`config.mk`:
```
export PLATFORM = sky130hd
export DESIGN_NAME = door_lock_password_controller_top
export DESIGN_NICKNAME = d
export VERILOG_FILES = /design/src/sv/dlpc_pkg.sv /design/src/sv/dlpc_core.sv /design/src/sv/dlpc_outq.sv /design/src/sv/door_lock_password_controller_top.sv
export SDC_FILE = /design/constraint.sdc
export NUM_CORES = 1
export LEC_CHECK = 0
export BUFFER_PORTS_ARGS = -buffer_cell sky130_fd_sc_hd__clkbuf_2
export CORE_ASPECT_RATIO = 1.2
export CORE_MARGIN = 1.5
export CORE_UTILIZATION = 45
export CTS_BUF_LIST = sky130_fd_sc_hd__clkbuf_16
export DETAILED_ROUTE_END_ITERATION = 10
export HOLD_SLACK_MARGIN = 0.15
export SYNTH_ARGS = -nofsm -noshare
export SYNTH_HDL_FRONTEND = slang
export SYNTH_SLANG_ARGS = --single-unit
export TNS_END_PERCENT = 100
```
`constraint.sdc`:
```
create_clock -name clk -period 5.76 [get_ports clk]
set_input_delay 1.152 -clock clk [delete_from_list [all_inputs] [get_ports clk]]
set_output_delay 1.152 -clock clk [all_outputs]
set_load 0.05 [all_outputs]
```
`src/sv/dlpc_pkg.sv`:
```
`timescale 1ns / 1ps
// Package for the combination-lock controller: phase codes, motor codes,
// register indexes and the result record. Used by every module in sv/.
package dlpc_pkg;

	localparam int unsigned DIGITS_DEF = 5;
	localparam logic [7:0] OPEN_SECONDS_RST = 8'd15;
	localparam logic [7:0] ALARM_SECONDS_RST = 8'd60;
	localparam logic [7:0] SEC_MAX = 8'd255;

	typedef enum logic [2:0] {
		PH_CREATE  = 3'd0,
		PH_OPTION  = 3'd1,
		PH_VERIFY  = 3'd2,
		PH_OPENING = 3'd3,
		PH_MOTION  = 3'd4,
		PH_CLOSING = 3'd5,
		PH_ALARM   = 3'd6
	} phase_t;

	typedef enum logic [1:0] {
		MOTOR_STOP = 2'd0,
		MOTOR_FWD  = 2'd1,
		MOTOR_REV  = 2'd2
	} motor_t;

	localparam logic REG_OPEN_SECONDS = 1'b0;
	localparam logic REG_ALARM_SECONDS = 1'b1;

	localparam logic MODE_BYTE = 1'b0;

	typedef struct packed {
		logic       reply_valid;
		logic       reply_byte;
		logic [1:0] motor_drive;
		logic       alarm_on;
		logic [2:0] phase;
	} result_t;

endpackage

```
`src/sv/dlpc_core.sv`:
```
`timescale 1ns / 1ps
// Lock state machine: phase, digit counters, code storage and second timer.
// Computes the result of one request in the cycle it is taken. Uses dlpc_pkg.
module dlpc_core #(
	parameter int unsigned DIGITS = dlpc_pkg::DIGITS_DEF
) (
	input  logic              clk,
	input  logic              arst_n,
	input  logic              take,
	input  logic              mode,
	input  logic [7:0]        rx_byte,
	input  logic              pir_level,
	input  logic [7:0]        open_seconds,
	input  logic [7:0]        alarm_seconds,
	output dlpc_pkg::result_t res
);

	localparam int unsigned CW = $clog2(2 * DIGITS + 1);
	localparam int unsigned IW = (DIGITS > 1) ? $clog2(DIGITS) : 1;
	localparam logic [CW-1:0] DIG_N = CW'(DIGITS);
	localparam logic [CW-1:0] DIG_2N = CW'(2 * DIGITS);

	dlpc_pkg::phase_t phase_q, phase_nxt;
	logic [CW-1:0] dcnt_q, dcnt_nxt, dcnt_inc, dcnt_hi;
	logic          mism_q, mism_nxt;
	logic          chg_q, chg_nxt;
	logic          retry_q, retry_nxt;
	logic [7:0]    sec_q, sec_nxt, sec_inc;
	logic [7:0]    entry_q [DIGITS];
	logic [7:0]    code_q [DIGITS];
	logic          entry_we, code_copy;
	logic [IW-1:0] entry_idx;
	logic          rvalid, rbyte;
	logic          cmp_ne_entry, cmp_ne_code;

	assign dcnt_inc = dcnt_q + CW'(1);
	assign dcnt_hi  = dcnt_q - DIG_N;
	assign sec_inc  = (sec_q == dlpc_pkg::SEC_MAX) ? sec_q : sec_q + 8'd1;
	assign entry_idx = dcnt_q[IW-1:0];
	assign cmp_ne_entry = (entry_q[dcnt_hi[IW-1:0]] != rx_byte);
	assign cmp_ne_code  = (code_q[dcnt_q[IW-1:0]] != rx_byte);

	always_comb begin
		phase_nxt = phase_q;
		dcnt_nxt  = dcnt_q;
		mism_nxt  = mism_q;
		chg_nxt   = chg_q;
		retry_nxt = retry_q;
		sec_nxt   = sec_q;
		entry_we  = 1'b0;
		code_copy = 1'b0;
		rvalid    = 1'b0;
		rbyte     = 1'b0;
		if (mode == dlpc_pkg::MODE_BYTE) begin
			unique case (phase_q)
				dlpc_pkg::PH_CREATE: begin
					if (dcnt_q < DIG_N) begin
						entry_we = 1'b1;
					end else if (cmp_ne_entry) begin
						mism_nxt = 1'b1;
					end
					dcnt_nxt = dcnt_inc;
					if (dcnt_inc >= DIG_2N) begin
						rvalid = 1'b1;
						rbyte  = ~mism_nxt;
						if (!mism_nxt) begin
							code_copy = 1'b1;
							phase_nxt = dlpc_pkg::PH_OPTION;
						end
						dcnt_nxt = '0;
						mism_nxt = 1'b0;
					end
				end
				dlpc_pkg::PH_VERIFY: begin
					if (dcnt_q < DIG_N && cmp_ne_code) begin
						mism_nxt = 1'b1;
					end
					dcnt_nxt = dcnt_inc;
					if (dcnt_inc >= DIG_N) begin
						rvalid = 1'b1;
						rbyte  = ~mism_nxt;
						if (!mism_nxt) begin
							phase_nxt = chg_q ? dlpc_pkg::PH_CREATE : dlpc_pkg::PH_OPENING;
							if (!chg_q) begin
								sec_nxt = 8'd0;
							end
							retry_nxt = 1'b0;
						end else if (!retry_q) begin
							retry_nxt = 1'b1;
						end else begin
							retry_nxt = 1'b0;
							phase_nxt = dlpc_pkg::PH_ALARM;
							sec_nxt   = 8'd0;
						end
						dcnt_nxt = '0;
						mism_nxt = 1'b0;
					end
				end
				dlpc_pkg::PH_OPENING, dlpc_pkg::PH_MOTION,
				dlpc_pkg::PH_CLOSING, dlpc_pkg::PH_ALARM: begin
					phase_nxt = phase_q;
				end
				default: begin
					// Option phase; the unused code behaves the same way.
					chg_nxt   = rx_byte[0];
					phase_nxt = dlpc_pkg::PH_VERIFY;
					dcnt_nxt  = '0;
					mism_nxt  = 1'b0;
					retry_nxt = 1'b0;
				end
			endcase
		end else begin
			unique case (phase_q)
				dlpc_pkg::PH_OPENING: begin
					if (sec_inc >= open_seconds) begin
						phase_nxt = dlpc_pkg::PH_MOTION;
						sec_nxt   = 8'd0;
					end else begin
						sec_nxt = sec_inc;
					end
				end
				dlpc_pkg::PH_MOTION: begin
					if (!pir_level) begin
						rvalid    = 1'b1;
						phase_nxt = dlpc_pkg::PH_CLOSING;
						sec_nxt   = 8'd0;
					end
				end
				dlpc_pkg::PH_CLOSING: begin
					if (sec_inc >= open_seconds) begin
						phase_nxt = dlpc_pkg::PH_OPTION;
						sec_nxt   = 8'd0;
					end else begin
						sec_nxt = sec_inc;
					end
				end
				dlpc_pkg::PH_ALARM: begin
					if (sec_inc >= alarm_seconds) begin
						phase_nxt = dlpc_pkg::PH_OPTION;
						sec_nxt   = 8'd0;
					end else begin
						sec_nxt = sec_inc;
					end
				end
				dlpc_pkg::PH_CREATE, dlpc_pkg::PH_VERIFY: begin
					phase_nxt = phase_q;
				end
				default: begin
					// Ticks are ignored while a code is entered; a stray code
					// settles into the option phase.
					phase_nxt = dlpc_pkg::PH_OPTION;
				end
			endcase
		end

		res.reply_valid = rvalid;
		res.reply_byte  = rbyte;
		res.motor_drive = (phase_nxt == dlpc_pkg::PH_OPENING) ? dlpc_pkg::MOTOR_FWD :
			(phase_nxt == dlpc_pkg::PH_CLOSING) ? dlpc_pkg::MOTOR_REV : dlpc_pkg::MOTOR_STOP;
		res.alarm_on    = (phase_nxt == dlpc_pkg::PH_ALARM);
		res.phase       = phase_nxt;
	end

	always_ff @(posedge clk or negedge arst_n) begin
		if (!arst_n) begin
			phase_q <= dlpc_pkg::PH_CREATE;
			dcnt_q  <= '0;
			mism_q  <= 1'b0;
			chg_q   <= 1'b0;
			retry_q <= 1'b0;
			sec_q   <= 8'd0;
		end else if (take) begin
			phase_q <= phase_nxt;
			dcnt_q  <= dcnt_nxt;
			mism_q  <= mism_nxt;
			chg_q   <= chg_nxt;
			retry_q <= retry_nxt;
			sec_q   <= sec_nxt;
		end
	end

	always_ff @(posedge clk) begin
		if (take && entry_we) begin
			entry_q[entry_idx] <= rx_byte;
		end
		if (take && code_copy) begin
			code_q <= entry_q;
		end
	end

endmodule

```
`src/sv/dlpc_outq.sv`:
```
`timescale 1ns / 1ps
// Two-entry result buffer between the state machine and the output channel.
// Lets a new request in while a finished result waits. Uses dlpc_pkg.
module dlpc_outq (
	input  logic              clk,
	input  logic              arst_n,
	input  logic              push,
	input  dlpc_pkg::result_t din,
	output logic              full,
	output logic              out_valid,
	input  logic              out_stall,
	output dlpc_pkg::result_t dout
);

	dlpc_pkg::result_t ent0_q, ent1_q;
	logic [1:0]        cnt_q;
	logic              pop;

	assign pop       = out_valid && !out_stall;
	assign full      = (cnt_q == 2'd2);
	assign out_valid = (cnt_q != 2'd0);
	assign dout      = ent0_q;

	always_ff @(posedge clk or negedge arst_n) begin
		if (!arst_n) begin
			cnt_q <= 2'd0;
		end else begin
			unique case ({push, pop})
				2'b10:   cnt_q <= cnt_q + 2'd1;
				2'b01:   cnt_q <= cnt_q - 2'd1;
				default: cnt_q <= cnt_q;
			endcase
		end
	end

	always_ff @(posedge clk) begin
		unique case ({push, pop})
			2'b10: begin
				if (cnt_q == 2'd0) begin
					ent0_q <= din;
				end else begin
					ent1_q <= din;
				end
			end
			2'b01: begin
				ent0_q <= ent1_q;
			end
			2'b11: begin
				// Push with pop only happens with one entry held.
				ent0_q <= din;
			end
			default: begin
				ent0_q <= ent0_q;
			end
		endcase
	end

endmodule

```
`src/sv/door_lock_password_controller_top.sv`:
```
`timescale 1ns / 1ps
// Top level of the combination-lock controller: configuration registers,
// state machine (dlpc_core) and result buffer (dlpc_outq). Uses dlpc_pkg.
//
// Usage:
// Each input request is a received byte (mode 0, rx_byte) or a one-second
// tick (mode 1) that carries the motion level pir_level. It is taken at a
// rising edge with in_valid high and in_stall low. Every request gives
// exactly one result on the output channel, taken with out_valid high and
// out_stall low.
// The state machine updates and the result is written to a two-entry buffer
// in the cycle the request is taken; out_valid rises on the next edge.
// Throughput is one request per cycle while in_stall is low, set by the
// single state update per request.
// When the receiver stalls, the buffer holds up to two results; in_stall is
// raised once both entries are full and drops as soon as one is taken.
// Reset (arst_n low) puts the block in the create phase with all counters
// clear, empties the buffer and loads open_seconds = 15 and alarm_seconds =
// 60. The configuration port writes register cfg_index (0 open_seconds,
// 1 alarm_seconds) from cfg_data whenever cfg_we is high.
module door_lock_password_controller_top #(
	parameter int unsigned DIGITS = dlpc_pkg::DIGITS_DEF
) (
	input  logic       clk,
	input  logic       arst_n,
	input  logic       cfg_we,
	input  logic       cfg_index,
	input  logic [7:0] cfg_data,
	input  logic       in_valid,
	output logic       in_stall,
	input  logic       mode,
	input  logic [7:0] rx_byte,
	input  logic       pir_level,
	output logic       out_valid,
	input  logic       out_stall,
	output logic       reply_valid,
	output logic       reply_byte,
	output logic [1:0] motor_drive,
	output logic       alarm_on,
	output logic [2:0] phase
);

	logic [7:0]        open_sec_q, alarm_sec_q;
	logic              take;
	dlpc_pkg::result_t core_res, q_res;

	assign take = in_valid && !in_stall;

	always_ff @(posedge clk or negedge arst_n) begin
		if (!arst_n) begin
			open_sec_q  <= dlpc_pkg::OPEN_SECONDS_RST;
			alarm_sec_q <= dlpc_pkg::ALARM_SECONDS_RST;
		end else if (cfg_we) begin
			unique case (cfg_index)
				dlpc_pkg::REG_OPEN_SECONDS:  open_sec_q  <= cfg_data;
				dlpc_pkg::REG_ALARM_SECONDS: alarm_sec_q <= cfg_data;
				default:                     open_sec_q  <= open_sec_q;
			endcase
		end
	end

	dlpc_core #(
		.DIGITS(DIGITS)
	) u_core (
		.clk          (clk),
		.arst_n       (arst_n),
		.take         (take),
		.mode         (mode),
		.rx_byte      (rx_byte),
		.pir_level    (pir_level),
		.open_seconds (open_sec_q),
		.alarm_seconds(alarm_sec_q),
		.res          (core_res)
	);

	dlpc_outq u_outq (
		.clk      (clk),
		.arst_n   (arst_n),
		.push     (take),
		.din      (core_res),
		.full     (in_stall),
		.out_valid(out_valid),
		.out_stall(out_stall),
		.dout     (q_res)
	);

	assign reply_valid = q_res.reply_valid;
	assign reply_byte  = q_res.reply_byte;
	assign motor_drive = q_res.motor_drive;
	assign alarm_on    = q_res.alarm_on;
	assign phase       = q_res.phase;

	// The buffer only fills up when results are waiting.
	a_stall_has_result: assert property (@(posedge clk) disable iff (!arst_n)
		in_stall |-> out_valid)
		else $error("input stalled with no result waiting");

	// A request taken into an empty buffer shows up on the next edge.
	a_latency: assert property (@(posedge clk) disable iff (!arst_n)
		(take && !out_valid) |=> out_valid)
		else $error("result missing one cycle after request");

	// Reverse drive and alarm follow the phase reported with them.
	a_outputs_phase: assert property (@(posedge clk) disable iff (!arst_n)
		out_valid |-> ((motor_drive == dlpc_pkg::MOTOR_REV) ==
			(phase == dlpc_pkg::PH_CLOSING)) &&
			(alarm_on == (phase == dlpc_pkg::PH_ALARM)))
		else $error("motor or alarm disagrees with phase");

	// A silent result never carries a reply value.
	a_reply_quiet: assert property (@(posedge clk) disable iff (!arst_n)
		(out_valid && !reply_valid) |-> !reply_byte)
		else $error("reply byte set without reply");

endmodule
```
Yosys cells after proc, flatten, opt, wreduce, memory -nomap -nowiden
Index checks and enable logic that the tools add are counted.
Storage, ports and cells
  register bits: 132
  bits of input ports: 24
  output and inout bits: 10
  word-level logic and storage cells: 173
Cells by class
  add/subtract/negate cells: 5
  $lt $le $gt $ge: 8
  equal/unequal tests: 21
  mux-type cells: 72
  bitwise operators: 10
  reductions and logical operators: 28
Operator list (number)
  8-bit 2-to-1 mux: 16
  8-bit binary-select mux with 3-bit select: 2
  8-bit case mux with 3 select lines: 2
  40-bit bitwise mux: 1
  3-bit 2-to-1 mux: 10
  1-bit 2-to-1 mux: 27
  8-bit demux with 3-bit select: 1
  8-bit greater-or-equal comparator: 2
  8-bit != test: 2
  3-bit equality test (second input constant): 5
  3-bit case mux with 5 select lines: 1
  4-bit greater-or-equal comparator (second input constant): 3
  4-bit case mux with 3 select lines: 1
  3-bit by 2-bit equality test with 1-bit output (second input constant): 3
  3-bit case mux with 3 select lines: 1
  8-bit by 1-bit adder with 8-bit output (second input constant): 1
  8-bit equality test (second input constant): 1
  4-bit 2-to-1 mux: 2
  1-bit inverter: 8
  3-bit inverter with 4-bit output: 2
  2-bit AND reduction: 4
  2-bit nonzero test: 4
  7-bit AND reduction: 1
  2-bit equality test (second input constant): 3
  27 further kinds: 41

Depth between registers and ports, before layout
  word-level depth: 19
  gate-level depth with buffers: 16
  mapped depth without buffers: 16

Hierarchy
Synthesis repeated with hierarchy kept, for this count alone.
Unflattened totals
  cells, all modules: 549
  area total of the unflattened synthesis: 6874.1 um2
Modules (own cells, without submodules)
  dlpc_core: times used 1, cells each 472, area an instance 5490.3 um2, seq. area each 2852.7 um2
  dlpc_outq: times used 1, cells each 41, area an instance 725.7 um2, seq. area each 530.5 um2
  door_lock_password_controller_top: times used 1, cells each 36, area an instance 658.1 um2, seq. area each 410.4 um2

Worst setup path before layout
OpenSTA, ideal clock, no wires.
  path type: reg-to-reg
  start point: reg u_core.dcnt_q[1]
  end point: reg u_core.code_q[0] (netlist name) (enable)
  setup time: 401 ps
  data arrival time: 3731 ps
  data required time: 5359 ps
  setup slack: 1627 ps
  stages on the path, launching flop included: 12
  path buffers: 3
  period minus slack after synthesis: 4133 ps
  cell sequence: dfrtp_1 clkbuf_1 inv_1 ha_1 buf_2 clkbuf_1 nand3_1 o311ai_0 xnor2_1 o2111ai_1 o41ai_4 and3_1
Between the ends
  cells in the longest elaborated chain, start to end: 15
  elaborated cells on any way between the ends: 18
  classes of those cells: 2 x add/sub; 2 x order compare; 1 x eq/ne; 11 x mux; 1 x bitwise; 1 x reduce/logical
Ends and longest elaborated chain
  from (decl): line dlpc_core.sv:24  | logic [CW-1:0] dcnt_q, dcnt_nxt, dcnt_inc, dcnt_hi;
  from (signal assigned): line dlpc_core.sv:174  | dcnt_q <= dcnt_nxt;
  3-bit subtractor: line dlpc_core.sv:37  | assign dcnt_hi = dcnt_q - DIG_N;
  3-bit inverter with 4-bit output (not written as such): line dlpc_core.sv:40  | assign cmp_ne_entry = (entry_q[dcnt_hi[IW-1:0]] != rx_byte);
  8-bit binary-select mux with 3-bit select: line dlpc_core.sv:40
  8-bit 2-to-1 mux (not written as such) (2 in series): line dlpc_core.sv:40
  8-bit != test: line dlpc_core.sv:40
  1-bit 2-to-1 mux: line dlpc_core.sv:59  | end else if (cmp_ne_entry) begin
  1-bit 2-to-1 mux: line dlpc_core.sv:57  | if (dcnt_q < DIG_N) begin
  1-bit 2-to-1 mux: line dlpc_core.sv:55  | unique case (phase_q)
  1-bit 2-to-1 mux: line dlpc_core.sv:54  | if (mode == dlpc_pkg::MODE_BYTE) begin
  1-bit 2-to-1 mux: line dlpc_core.sv:66  | if (!mism_nxt) begin
  1-bit 2-to-1 mux *: line dlpc_core.sv:63  | if (dcnt_inc >= DIG_2N) begin
  1-bit 2-to-1 mux *: line dlpc_core.sv:55
  1-bit 2-to-1 mux *: line dlpc_core.sv:54
  1-bit logical AND *: line dlpc_core.sv:186  | if (take && code_copy) begin
  to (signal assigned): line dlpc_core.sv:187  | code_q <= entry_q;
  to (decl): line dlpc_core.sv:30  | logic [7:0] code_q [DIGITS];
Every way passes the cells marked *; elsewhere a longest branch is shown, timed or not. The select of a mux whose other input is x is not followed.
A chain may end at the register's enable or synchronous reset.

Worst setup path in the final report
  start point: reg u_core.dcnt_q[0]
  end point: reg u_core.code_q[28] (netlist name) (enable)
Same word-level chain as after synthesis.

==> impl_metrics.json <==
{
  "syn_area_per_cell_sq_um": 11.9,
  "clock-sinks": 132,
  "root_buffer": "clkbuf_16",
  "dp_cells": 781,
  "syn_nets": 615,
  "syn-instance-count": 568,
  "synth-edff-count": 96,
  "whs_path_depth": 0,
  "peakVddDrop_uv": 274,
  "yosysSeqAreaShare_pct": 56.3,
  "max_freq_ghz": 0.220,
  "die_h_microns": 137,
  "layout_commonest_cell": "edfxtp_1",
  "design.die.area_sq_mm": 0.0157,
  "routed_wl_mm": 14.3,
  "synth_area_sq_mm": 0.00673,
  "status": "complete, no violations",
  "post_drt_wl_per_cell_microns": 17.6,
  "crit_chain": "clkinv_1 > ha_1 > xnor2_1 > nor2_1 > xnor2_1 > o21ai_1 > or3_4 > o41ai_4 > and3_2",
  "clk_latency_ns": 0.42,
  "final_util_pct": 52.5,
  "grt_pass1_wl_mm": 23.5,
  "post-route-min-period_ns": 4.55,
  "cp_slowest_stage_delay_ns": 0.91,
  "areaGrowthSynthToFinish_pct": 13.4,
  "crit_path_end_kind": "flip-flop",
  "cts_tree": "done",
  "postLayoutCellArea_sq_mm": 0.00763,
  "vias": 4478,
  "die_w_microns": 115,
  "cts_setup_buffers": 0,
  "worstRegToRegCells": 9,
  "cts_hold_buf": 0,
  "rsz0062_at_grt": "no",
  "grt_pass1_vias": 4690,
  "cp.arrival_ns": 4.59,
  "cp_common_cell": "xnor2_1",
  "dr.pass1.iters": 4,
  "place_area_sq_mm": 0.00708,
  "cts.path.max_buffers": 2,
  "clk_pin_slew_ns": 0.05,
  "htreeDepth": 4,
  "ant_nets": 0,
  "diodes": 0,
  "nNetsFinal": 647,
  "setup_ws_ns": 1.21,
  "crit_path_max_fanout": 40,
  "io_pins": 34,
  "path_class": "flip-flop to flip-flop",
  "vias_per_cell": 5.51,
  "crit_path_top_delay_cell": "and3_2",
  "grt_use_total_pct": 20.1,
  "max_cap_violations": 0,
  "startpoint_type": "flip-flop",
  "p_per_area_mw_per_mm2": 478,
  "setup_viol_count_final": 0,
  "async_flop_share_pct": 27.3,
  "drive_above_1_share_pct": 18.6,
  "critPathBufInv": 1,
  "maxSlewHeadroom_pct": 26.7,
  "fin_cells": 813,
  "antenna_found_initial": 0,
  "initial_core_util_pct": 46.3,
  "crit_cells": 9,
  "hpwl_mm": 9.87,
  "rows": 48,
  "report.final.slew_viol_count": 0,
  "pre_cts_ws_ns": 1.16,
  "ys_seq_elements": 132,
  "cp_top_family": "simple AND/OR/NAND/NOR gates",
  "cp.required_ns": 5.80,
  "ys_warn_count": 0,
  "final_cell_mix": "edfxtp_1, nand2_1, o21ai_0, inv_1, clkbuf_2",
  "finalClockSkew_ns": 0.0117,
  "yosysUniqueCellTypes": 70,
  "drc": 0,
  "cts_resized": 0,
  "grt_max_degree": 46,
  "tightest_slew_ns": 1.09,
  "synthFlopType": "edfxtp_1",
  "drt_iter0_markers": 254,
  "fin_setup_tns_ns": 0,
  "cts_buffers": 17,
  "leakage_nw": 2.87,
  "hold_viol": 0,
  "gp_congestion": 0.843,
  "port_buffers": 33,
  "fin_crit_sh_pct": 78.9,
  "core_sq_mm": 0.0145,
  "hold_path_class": "flip-flop to flip-flop",
  "grt_overflow": 0
}
[sequential cells by signal, summed over array words and instances (netlist names)]
register / flops
u_core.dcnt_q: 4
u_core.entry_q: 40
u_outq.dout: 8
open_sec_q: 8
u_core.mism_q: 1
alarm_sec_q: 8
u_core.chg_q: 1
u_core.code_q: 40
u_outq.cnt_q: 2
u_core.sec_q: 8
u_core.phase_q: 3
u_core.retry_q: 1
u_outq.ent1_q: 8
[path summary, 6_finish.rpt]
path / slack [ns] / end / startpoint
min: 0.44 / u_core.code_q[22] / u_core.entry_q[22]
max reg2reg: 1.21 / u_core.code_q[28] / u_core.dcnt_q[0]
max in group asynchronous: 4.29 / open_sec_q[5] / arst_n
max: 1.21 / u_core.code_q[28] / u_core.dcnt_q[0]
min reg2reg: 0.44 / u_core.code_q[22] / u_core.entry_q[22]
min in group asynchronous: 0.87 / u_core.phase_q[0] / arst_n
[through the flow]
| step | power, mW | hold slack, ns |
|---|---|---|
| after global routing | 3.86 | 0.457 |
| final | 3.65 | 0.442 |
| after CTS | 3.67 | 0.442 |
| after floorplan | 2.36 | 0.418 |
| after detailed placement | 2.66 | 0.427 |
| after global placement | 2.63 | 0.430 |
[cell families (layout without fill, tap and decap cells)]
family / after synthesis / count (layout) / share of synthesized area (%)
xor+xnor: 27 / 27 / 3.62
flops: 132 / 132 / 56.3
fa+ha+maj: 23 / 23 / 4.27
buf+inv: 60 / 105 / 3.79
simple gates: 177 / 177 / 13.5
mux: 39 / 39 / 6.52
compound gates: 110 / 110 / 11.9
[synth_stat cells (3+ instances only)]
master	instances	share of area, %
a211oi_1	3	0.33
a21o_1	3	0.33
a21oi_1	9	0.67
a22o_1	4	0.52
a31oi_1	10	0.93
and2_1	3	0.28
and3_1	5	0.46
buf_2	6	0.45
buf_4	4	0.45
clkbuf_1	14	0.78
clkinv_1	3	0.17
dfrtp_1	28	10
dfstp_2	8	3.1
edfxtp_1	96	43
ha_1	23	4.3
inv_1	32	1.8
mux2_2	19	3.2
mux2i_1	18	2.7
nand2_1	55	3.1
nand2b_1	9	0.84
nand3_1	25	1.9
nand4_1	5	0.46
nor2_1	26	1.4
nor2b_1	3	0.28
nor3_1	18	1.3
nor4bb_1	6	0.89
o2111ai_1	4	0.52
o21ai_0	40	3.0
o221ai_1	4	0.52
o31ai_1	3	0.33
or2_2	4	0.37
or3_1	4	0.37
or4bb_1	3	0.50
xnor2_1	18	2.3
xor2_1	8	1.0
[per-layer routing]
layer  vias to the layer above  wire (microns)  global-route usage (%)
met3                        17             424                    5.00
met5                         -               0                       0
met4                         0             213                    8.40
li1                       2177               -                       -
met2                        73            7610                    36.6
met1                      2211            6080                    22.4
[cell type report]
class | count | area, sq um
fill | 1291 | 6900
inverter | 35 | 131
timing repair buffer | 38 | 203
sequential | 132 | 3790
clock buffer | 17 | 425
multi-input combinational | 376 | 2710
clock inverter | 15 | 124
tap | 200 | 250
[worst reg2reg max path, delay by kind of cell, from the launching register on]
kind | cells | cell delay (ns)
AND/OR/NAND/NOR | 3 | 1.47
XOR/XNOR | 2 | 1.06
AO/OA/AOI/OAI | 2 | 0.62
adder cells (fa/ha/maj) | 1 | 0.38
flip-flops | 1 | 0.35
buffers and inverters | 1 | 0.27
[where the power goes]
| group | leakage [nW] | total (mW) | switching [mW] | internal [mW] |
|---|---|---|---|---|
| Sequential | 1.32 | 1.25 | 0.0876 | 1.16 |
| Combinational | 1.27 | 1.39 | 0.898 | 0.493 |
| Clock | 0.278 | 1.00 | 0.382 | 0.622 |
| Total | 2.87 | 3.65 | 1.37 | 2.28 |
Note: power is estimated with default switching activity, not from simulation.
